**src/rtl/pled_pkg.sv**
```systemverilog
// Shared types and constants for the parallel LED bit waveform generator.
package pled_pkg;

   localparam int LANES     = 8;
   localparam int BUF_DEPTH = 4096;
   localparam int BUF_AW    = $clog2(BUF_DEPTH);

   localparam int PERIOD_W  = 16;
   localparam int SLOT_W    = 13;
   localparam int GAP_W     = 8;
   localparam int ADDR_IN_W = 12;
   localparam int CSR_AW    = 5;
   localparam int CSR_DW    = 32;

   localparam logic [LANES-1:0] LANE_MASK = {LANES{1'b1}};
   localparam logic [GAP_W-1:0] GAP_MAX   = 8'hFF;

   localparam logic [PERIOD_W-1:0] SLOT_PERIOD_RST = 16'd300;
   localparam logic [PERIOD_W-1:0] DATA_OFFSET_RST = 16'd42;
   localparam logic [PERIOD_W-1:0] LOW_OFFSET_RST  = 16'd108;
   localparam logic [SLOT_W-1:0]   FRAME_SLOTS_RST = 13'd4096;
   localparam logic [GAP_W-1:0]    RESET_GAP_RST   = 8'd150;

   typedef enum logic [1:0] {
      MODE_TICK    = 2'd0,
      MODE_WRITE   = 2'd1,
      MODE_REQUEST = 2'd2
   } mode_type;

   typedef enum logic [2:0] {
      REG_SLOT_PERIOD = 3'd0,
      REG_DATA_OFFSET = 3'd1,
      REG_LOW_OFFSET  = 3'd2,
      REG_FRAME_SLOTS = 3'd3,
      REG_RESET_GAP   = 3'd4
   } reg_idx_type;

   typedef struct packed {
      logic [PERIOD_W-1:0] slot_period;
      logic [PERIOD_W-1:0] data_offset;
      logic [PERIOD_W-1:0] low_offset;
      logic [SLOT_W-1:0]   frame_slots;
      logic [GAP_W-1:0]    reset_gap;
   } cfg_type;

endpackage

```
**src/rtl/pled_csr.sv**
```systemverilog
// Configuration register file behind the APB-style port.
module pled_csr (
   input  logic                          clock,
   input  logic                          reset,
   input  logic                          psel,
   input  logic                          penable,
   input  logic                          pwrite,
   input  logic [pled_pkg::CSR_AW-1:0]   paddr,
   input  logic [pled_pkg::CSR_DW-1:0]   pwdata,
   output logic [pled_pkg::CSR_DW-1:0]   prdata,
   output pled_pkg::cfg_type             cfg
);
   import pled_pkg::*;

   cfg_type     cfg_ff;
   cfg_type     cfg_in;
   logic        wr_stb;
   reg_idx_type idx;

   assign wr_stb = psel & penable & pwrite;
   assign idx    = reg_idx_type'(paddr[CSR_AW-1:2]);

   always_comb begin
      cfg_in = cfg_ff;
      if (wr_stb) begin
         unique case (idx)
            REG_SLOT_PERIOD: cfg_in.slot_period = pwdata[PERIOD_W-1:0];
            REG_DATA_OFFSET: cfg_in.data_offset = pwdata[PERIOD_W-1:0];
            REG_LOW_OFFSET:  cfg_in.low_offset  = pwdata[PERIOD_W-1:0];
            REG_FRAME_SLOTS: cfg_in.frame_slots = pwdata[SLOT_W-1:0];
            REG_RESET_GAP:   cfg_in.reset_gap   = pwdata[GAP_W-1:0];
            default: ;
         endcase
      end
   end

   always_comb begin
      unique case (idx)
         REG_SLOT_PERIOD: prdata = CSR_DW'(cfg_ff.slot_period);
         REG_DATA_OFFSET: prdata = CSR_DW'(cfg_ff.data_offset);
         REG_LOW_OFFSET:  prdata = CSR_DW'(cfg_ff.low_offset);
         REG_FRAME_SLOTS: prdata = CSR_DW'(cfg_ff.frame_slots);
         REG_RESET_GAP:   prdata = CSR_DW'(cfg_ff.reset_gap);
         default:         prdata = '0;
      endcase
   end

   always_ff @(posedge clock) begin
      if (reset) begin
         cfg_ff.slot_period <= SLOT_PERIOD_RST;
         cfg_ff.data_offset <= DATA_OFFSET_RST;
         cfg_ff.low_offset  <= LOW_OFFSET_RST;
         cfg_ff.frame_slots <= FRAME_SLOTS_RST;
         cfg_ff.reset_gap   <= RESET_GAP_RST;
      end else begin
         cfg_ff <= cfg_in;
      end
   end

   assign cfg = cfg_ff;

endmodule
```
**config.mk**
```make
export PLATFORM = sky130hd
export DESIGN_NAME = pled_csr
export DESIGN_NICKNAME = d
export VERILOG_FILES = /design/src/rtl/pled_pkg.sv /design/src/rtl/pled_csr.sv
export SDC_FILE = /design/constraint.sdc
export NUM_CORES = 1
export LEC_CHECK = 0
export ABC_AREA = 0
export BUFFER_PORTS_ARGS = -buffer_cell sky130_fd_sc_hd__clkbuf_2
export CAP_MARGIN = 20
export CORE_MARGIN = 1
export CORE_UTILIZATION = 37
export DETAILED_ROUTE_END_ITERATION = 8
export HOLD_SLACK_MARGIN = 0.03
export PLACE_DENSITY_LB_ADDON = 0.25
export SETUP_SLACK_MARGIN = 0.5
export SLEW_MARGIN = 20
export SYNTH_ARGS = -nofsm -noshare
export SYNTH_HDL_FRONTEND = slang
export SYNTH_SLANG_ARGS = --single-unit
```
**constraint.sdc**
```tcl
create_clock -name clock -period 2.1 [get_ports clock]
set_input_delay 0.42 -clock clock [delete_from_list [all_inputs] [get_ports clock]]
set_output_delay 0.42 -clock clock [all_outputs]
set_load 0.03 [all_outputs]
```
==> impl_metrics.ini, run 1 <==
[sta]
fin_crit_sh = 0.887
fmax_ghz = 0.537
fin_skew_ns = 0
rsz0062_at_grt = true
finalSetupTns_ns = 0
min_period_ns = 1.86
setup_viol = 0
finalMaxSlewViolations = 0
hold_violations = 0

[run]
drv_cap = 0

[route]
avgViaCountPerCell = 5.02
drtIter0Drc = 142
wl_per_cell_um = 16.6
dr.pass1.iters = 4
via_count = 2999
wl_um = 9890
drc = 0
ant_nets = 0

[placed_design]
place.gp.congestion = 0.806
port_buffers = 108
dp_hpwl_um = 6780

[global_routing]
met3_usage = 0.0468
overflow = 0
antenna_found_initial = 0
grt_first_pass_wirelength_um = 15800
grt_max_degree = 93
busiest_layer = met2
grtUsageMet2 = 0.360
met1_usage = 0.260
first_global_vias = 3059
track_usage = 0.211

[pwr]
internal-power_mw = 2.18
seqPwrFrac = 0.450
p_per_area_mw_per_mm2 = 578
pwr-share-clk = 0.398
switching_power_mw = 0.765
leakagePower_nw = 2.39
ir_worst_vdd_v = 0.000348
swShare = 0.260
p_comb_frac = 0.152

[die]
row_count = 34
die_w_um = 98.8
start_util = 0.390
ioPinCount = 143
fp.dieH_um = 98.8
die_area_mm2 = 0.00977
design.core.area_mm2 = 0.00889

[cells_and_area]
fin_nets = 526
mostFrequentLayoutCells = clkbuf_2 (90), nand2b_1 (69), mux2i_1 (67)
post-route-util = 0.573
antenna_cells = 0
mostFrequentLayoutCell = clkbuf_2
areaGrowthSynthToFinish_pct = 47.0
drive_gt1_frac = 0.489
largest_reg_flops = 69

[critical_path]
worstPathMaxFanout = 5
cpPeakStageDelay_ns = 0.50
crit_chain = clkbuf_16, buf_12, mux4_2, nor2b_4, buf_8
critPathKind = input port to primary output
crit_path_top_delay_cell = mux4_2
cp-start-kind = input port
r2r_slack_ns = 1.28
endpoint_kind = primary output
arrival_ns = 1.44
cp.required_ns = 1.68

[clock_tree]
clkTransAtPathRegs_ns = 0.07
ctsHoldBuffers = 0
cts-buffers-inserted = 9
cts_buffer_depth = 2
cts_tree = done
clkSinkCount = 69
cts-root-buf = clkbuf_8
htreeDepth = 3
clock_latency_ns = 0.35

[synth]
yosys_warnings = 0
ys_ff_latch = 69
ys_seq_area_frac = 0.398
syn_avg_cell_area_um2 = 10.0
netlist_area_mm2 = 0.00347
synth_cells = 346
synth_cell_types = 28

[min_path]
hold_path.class = input port to flip-flop

[outcome]
status = finished clean
metal layers:
layer  vias to the layer above  wire length (um)
met5                         -                 0
met4                         0               163
met3                        12               467
met2                        94              4900
met1                      1461              4360
li1                       1432                 -
Yosys cell counts:
cell type	count	area, um2
nand2_2	1	6.26
nand2_1	1	3.75
dfxtp_1	69	1380
clkbuf_1	16	60.1
mux2i_1	67	671
and3_1	4	25.0
buf_4	18	135
mux4_2	5	113
a31oi_1	1	6.26
a21oi_1	1	5.00
o22ai_1	8	50.1
nand4b_1	1	8.76
nand3_1	3	15.0
a22oi_1	17	128
buf_2	5	25.0
and3b_1	1	8.76
buf_6	5	56.3
nor2_1	25	93.8
mux2_2	11	124
a21boi_0	2	15.0
nand2b_1	69	432
conb_1	1	3.75
and4b_1	1	10.0
inv_1	1	3.75
nor2b_1	8	50.1
nor3_1	2	10.0
and3_4	1	11.3
a211o_1	2	17.5
critical path: cells and delay by family:
| kind | cells | cell delay [ns] |
|---|---|---|
| buffers and inverters | 3 | 0.37 |
| multiplexers | 1 | 0.50 |
| AND/OR/NAND/NOR | 1 | 0.15 |
worst paths after layout:
kind	depth (start not counted)	startpoint	endpoint
worst max-delay path	5	paddr[3]	prdata[10]
worst min-delay path	2	pwdata[8]	cfg[61]
worst max register to register	2	cfg[27]	cfg[27]
worst min register to register	2	cfg[63]	cfg[63]
power groups by stage:
stage	clock (mW)	sequential (mW)	combinational (mW)
CTS	1.19	1.33	0.432
detailed placement	0	1.36	0.382
floorplan	0	1.37	0.282
global placement	0	1.36	0.379
finish	1.17	1.33	0.449
global route	1.25	1.33	0.478
metrics by stage:
stage / std cells / area [um2] / hold slack (ns) / setup slack, ns / total power, mW
2_1_floorplan: 361 / 3830 / 0.538 / 0.391 / 1.66
3_3_place_gp: 557 / 4410 / 0.470 / 0.0890 / 1.73
3_5_place_dp: 557 / 4410 / 0.481 / 0.0912 / 1.74
4_1_cts: 588 / 4970 / 0.293 / 0.231 / 2.94
5_1_grt: 597 / 5100 / 0.300 / 0.207 / 3.06
6_report: 597 / 5100 / 0.301 / 0.237 / 2.95
cell type report:
| cell class | count | area, um2 |
|---|---|---|
| clock inverters | 4 | 72.6 |
| multi-input cells | 247 | 2180 |
| inverters | 1 | 7.51 |
| fillers | 782 | 3790 |
| repair buffers | 156 | 1170 |
| well taps | 108 | 135 |
| clock buffers | 12 | 135 |
| flip-flops and latches | 69 | 1400 |
timing repair:
item / 4_1_cts / 5_1_grt
cloned: 1 / 0
setup endpoints to repair: 16 / 30
setup buffers: 14 / 9
pin swaps: 12 / 5
gates resized for setup: 60 / 23
cell families (layout without fill, tap and decap cells):
kind of cell / after synthesis / count (layout) / synth area share
simple gates: 117 / 117 / 0.194
mux: 83 / 83 / 0.262
flops: 69 / 69 / 0.398
buf+inv: 45 / 173 / 0.0808
compound gates: 31 / 31 / 0.0639
other cells: 1 / 16 / 0.00108
(Power assumes the default switching activity.)
==> run 2: changes to the inputs <==
Settings changed: GPL_ROUTABILITY_DRIVEN set to 1, MAX_ROUTING_LAYER set to met4.
==> run 2 against run 1 <==
Non-clock buffer count stayed put. Critical path depth stayed put. Global-route usage is 0.60 points higher. Sequential share of layout area stayed put. Worst setup slack worse by 0.0011 ns. Worst hold slack better by 0.0053 ns. Via count is 0.17% lower. Register-to-register slack hardly changed. Die area stayed put. Sequential power hardly changed. Design area stayed put. Largest cell class unchanged.
==> impl_metrics.ini, run 2 (synthesis gave the netlist of run 1 again) <==
[critical_path]
endpoint_kind = primary output
r2r-start = cfg[27]
critPathKind = input port to primary output
cp-start-kind = input port
cp.required_ns = 1.68
arrival_ns = 1.44
crit_path_start = paddr[3]
worstPathMaxFanout = 5

[cells_and_area]
mostFrequentLayoutCell = clkbuf_2
antenna_cells = 0
fillers = 783
largest_reg_flops = 69
post-route-util = 0.573
drive_gt1_frac = 0.489
fin_nets = 526
layout.cells.non_filler = 597
areaGrowthSynthToFinish_pct = 47.0
mostFrequentLayoutCells = clkbuf_2 (90), nand2b_1 (69), mux2i_1 (67)

[clock_tree]
cts_buffer_depth = 2
htreeDepth = 3
cts-root-buf = clkbuf_8
cts_tree = done
cts-buffers-inserted = 9
clkSinkCount = 69
ctsHoldBuffers = 0
clock_latency_ns = 0.35
clkTransAtPathRegs_ns = 0.07

[die]
row_count = 34
ioPinCount = 143
fp.dieH_um = 98.8
die_area_mm2 = 0.00977
die_w_um = 98.8
design.core.area_mm2 = 0.00889
start_util = 0.390

[route]
dr.pass1.iters = 4
wl_um = 9880
ant_nets = 0
via_count = 2994
avgViaCountPerCell = 5.02
wl_per_cell_um = 16.5
drtIter0Drc = 141
drc = 0

[sta]
fin_crit_sh = 0.888
min_period_ns = 1.86
hold_slack_ns = 0.307
fmax_ghz = 0.537
fin_skew_ns = 0
rsz0062_at_grt = true
finalMaxSlewViolations = 0
hold_violations = 0
finalSetupTns_ns = 0
setup_viol = 0

[run]
drv_cap = 0

[global_routing]
first_global_vias = 3063
grt_max_degree = 93
grt_first_pass_wirelength_um = 15800
track_usage = 0.217
antenna_found_initial = 0
overflow = 0

[min_path]
hold_path.class = input port to flip-flop
hp-start = pwdata[8]

[placed_design]
dp_cells = 557
place.gp.congestion = 0.818
port_buffers = 108
dp_hpwl_um = 6780

[outcome]
status = finished clean

[pwr]
ir_worst_vdd_v = 0.000348
p_per_area_mw_per_mm2 = 578
leakagePower_nw = 2.39
==> run 2: cell counts in the layout (fill, tap and decap cells not counted) <==
Identical to the previous run, type by type.
==> run 2: area by class of cell <==
type,count,area (um2),share of cell area
clock buffer,12,135,0.0265
clock inverter,4,72.6,0.0142
inverter,1,7.51,0.00147
multi-input combinational,247,2180,0.427
sequential,69,1400,0.275
tap,108,135,0.0265
timing repair buffer,156,1170,0.229
==> run 2: report_power, final <==
| group | internal (mW) | switching (mW) |
|---|---|---|
| Sequential | 1.32 | 0.00840 |
| Clock | 0.668 | 0.504 |
| Combinational | 0.197 | 0.252 |
==> run 2: worst max-delay path: stages <==
cell	delay, ns
clkbuf_16	0.11
buf_12	0.12
mux4_2	0.50
nor2b_4	0.15
buf_8	0.14
==> run 2: layer usage <==
layer / GRT usage / vias to the layer above / share of wire
li1: - / 1431 / -
met1: 0.266 / 1463 / 0.45
met2: 0.360 / 86 / 0.50
met3: 0.0319 / 14 / 0.036
met4: 0.0850 / 0 / 0.018
met5: - / - / 0
==> run 2: metrics by stage <==
| step | power (mW) | worst slack (ns) | area, um2 |
|---|---|---|---|
| 2_1_floorplan | 1.66 | 0.391 | 3830 |
| 3_3_place_gp | 1.73 | 0.0890 | 4410 |
| 3_5_place_dp | 1.74 | 0.0912 | 4410 |
| 4_1_cts | 2.94 | 0.231 | 4970 |
| 5_1_grt | 3.05 | 0.211 | 5100 |
| 6_report | 2.95 | 0.236 | 5100 |
==> run 2: final timing paths <==
check               end  slack [ns]  cells past startpoint
max          prdata[10]        0.24                      5
max reg2reg     cfg[27]        1.28                      2
min             cfg[61]        0.31                      2
min reg2reg     cfg[63]        0.48                      2
==> run 2: what timing repair did <==
item	in CTS	in global routing
cloned	1	0
endpoints found under the setup margin	16	30
pin swaps	12	5
setup buffers	14	9
gates resized for setup	60	23
==> run 3: changes to the inputs <==
Settings changed: ABC_AREA 0 to 1.
==> run 3 against run 2 <==
Die area rose by 2.8%. Register-to-register slack improved by 0.15 ns. Flip-flop and latch count did not move. Fmax rose by 1.1%. Clock-buffer cell count fell by 1. Design area rose by 3.6%. Critical endpoint is now prdata[9]. Highest routed layer unchanged. Sequential share of layout area fell by 1.4 points. Largest power group unchanged.
==> impl_metrics.ini, run 3 <==
[route]
wl_per_cell_um = 15.3
ant_nets = 0
via_count = 4020
wl_um = 12400
dr.pass1.iters = 4
avgViaCountPerCell = 4.96
drtIter0Drc = 228
drc = 0

[die]
start_util = 0.384
design.core.area_mm2 = 0.00928
row_count = 35
ioPinCount = 143
die_w_um = 100
die_area_mm2 = 0.0100
fp.dieH_um = 100

[sta]
min_period_ns = 1.84
fin_crit_sh = 0.878
rsz0062_at_grt = true
worst_slew_pin_slew_ns = 0.498
fin_ws_ns = 0.257
hold_violations = 0
finalMaxSlewViolations = 0
finalSetupTns_ns = 0
setup_viol = 0
fin_skew_ns = 0
fmax_ghz = 0.543
max_slew_margin = 0.667

[synth]
synth_top_family_by_area = simple AND/OR/NAND/NOR gates
async_flop_share = 0
synth_top_cell_area_share = 0.387
netlist_area_mm2 = 0.00357
netlist_top_cells_area = dfxtp_1 (39%), nand2_1 (17%), nor2_1 (13%)
synth_cell_types = 21
ys.flop_type = dfxtp_1
yosys.area.top_type = dfxtp_1
synthAdderAreaFrac = 0
synth.mux.area_fraction = 0
synth_cells = 548
synth-compound-area-share = 0.00842
syn_avg_cell_area_um2 = 6.51
synth_commonest_cells = nand2_1 (164), nor2_1 (121), nand3_1 (74), dfxtp_1 (69), inv_1 (30)
ys_ff_latch = 69
synth_xor_area_frac = 0
synthSimpleGateAreaFrac = 0.477
yosysMostFrequentCell = nand2_1
ys_seq_area_frac = 0.387
yosys_warnings = 0
synth_edf_count = 0

[placed_design]
place.gp.congestion = 0.876
pre_cts_ws_ns = 0.0320
dp_hpwl_um = 7860
port_buffers = 108

[clock_tree]
cts-buffers-inserted = 9
cts-root-buf = clkbuf_8
clkTransAtPathRegs_ns = 0.08
htreeDepth = 3
clkSinkCount = 69
cts_tree = done
cts_buffer_depth = 2
clock_latency_ns = 0.35

[critical_path]
endpoint_kind = primary output
cp.required_ns = 1.68
critPathBufInv = 5
crit_path_frequent_cell = nand2_2
cpPeakStageDelay_ns = 0.20
crit_chain = clkbuf_16, inv_4, nand2_4, nor2_4, buf_12, nand2_2, nand2_2, inv_1, nand2_2, buf_8
path_delay_family = buffers and inverters
cp-start-kind = input port
arrival_ns = 1.42
worstPathMaxFanout = 7
critPathKind = input port to primary output
crit_path_top_delay_cell = nor2_4

[global_routing]
antenna_found_initial = 0
first_global_vias = 3656
track_usage = 0.255
overflow = 0
grt_first_pass_wirelength_um = 18900
grt_max_degree = 60

[cells_and_area]
antenna_cells = 0
areaGrowthSynthToFinish_pct = 48.1
mostFrequentLayoutCell = nand2_1
fillers = 908
mostFrequentLayoutCells = nand2_1 (131), nor2_1 (119), clkbuf_2 (89)
fin_nets = 720
drive_gt1_frac = 0.339
largest_reg_flops = 69

[outcome]
status = finished clean

[run]
drv_cap = 0

[pwr]
p_per_area_mw_per_mm2 = 574
leakagePower_nw = 2.66
ir_worst_vdd_v = 0.000332

[min_path]
hold_path.class = input port to flip-flop
## run 3: cell count changes after synthesis, sizes merged, moves of 17 or more
cell,delta
nand3,+75
nand2,+165
nor2,+106
nand2b,-69
mux2i,-67
a22oi,-17
inv,+33
## run 3: cells by family (layout without fill, tap and decap cells)
| logic type | Yosys count | in the layout |
|---|---|---|
| AOI/OAI and AO/OA | 6 | 6 |
| other | 1 | 16 |
| DFF | 69 | 69 |
| buffers and inverters | 81 | 200 |
| and+or+nand+nor | 391 | 391 |
## run 3: cell type report
class | count | area (um2) | share of cell area
clock buffer | 11 | 151 | 0.0287
clock inverter | 4 | 47.5 | 0.00900
inverter | 35 | 151 | 0.0287
multi-input combinational | 413 | 2040 | 0.387
sequential | 69 | 1380 | 0.262
tap | 129 | 161 | 0.0306
timing repair buffer | 150 | 1340 | 0.254
## run 3: per-stage QoR
step	std cells	util	instance area [um2]	hold WS [ns]	power [mW]
2_1_floorplan	563	-	3840	0.546	1.69
6_report	811	0.569	5280	0.307	3.03
3_5_place_dp	774	0.476	4420	0.491	1.79
4_1_cts	805	0.553	5140	0.306	3.00
3_3_place_gp	774	0.476	4420	0.474	1.78
5_1_grt	811	0.569	5280	0.317	3.13
## run 3: power by group
part	total (mW)	switching, mW	internal, mW
clock	1.15	0.544	0.604
combinational	0.544	0.334	0.210
sequential	1.34	0.0168	1.32
## run 3: what timing repair did
item | CTS | global route
setup endpoints to repair | 16 | 16
buffers inserted | 11 | 5
cloned | 5 | 1
pin swaps | 8 | 10
hold buffers | 0 | 0
resized for setup | 55 | 38
## run 3: layer usage
layer	share of wire	routed length, um	track usage	up-vias
li1	-	-	-	1948
met1	0.44	5450	0.320	1894
met2	0.49	6020	0.417	158
met3	0.053	654	0.0355	20
met4	0.022	267	0.0948	0
met5	0	0	-	-
## run 3: worst min-delay path: stages
cell,delay [ns]
clkbuf_2,0.09
nand2_1,0.05
nand3_1,0.06
## run 3: final timing paths
path | slack (ns) | start | endpoint | depth (start not counted)
min | 0.31 | pwdata[6] | cfg[27] | 3
max | 0.26 | paddr[3] | prdata[9] | 10
max reg2reg | 1.43 | cfg[49] | cfg[49] | 2
min reg2reg | 0.50 | cfg[42] | cfg[42] | 2
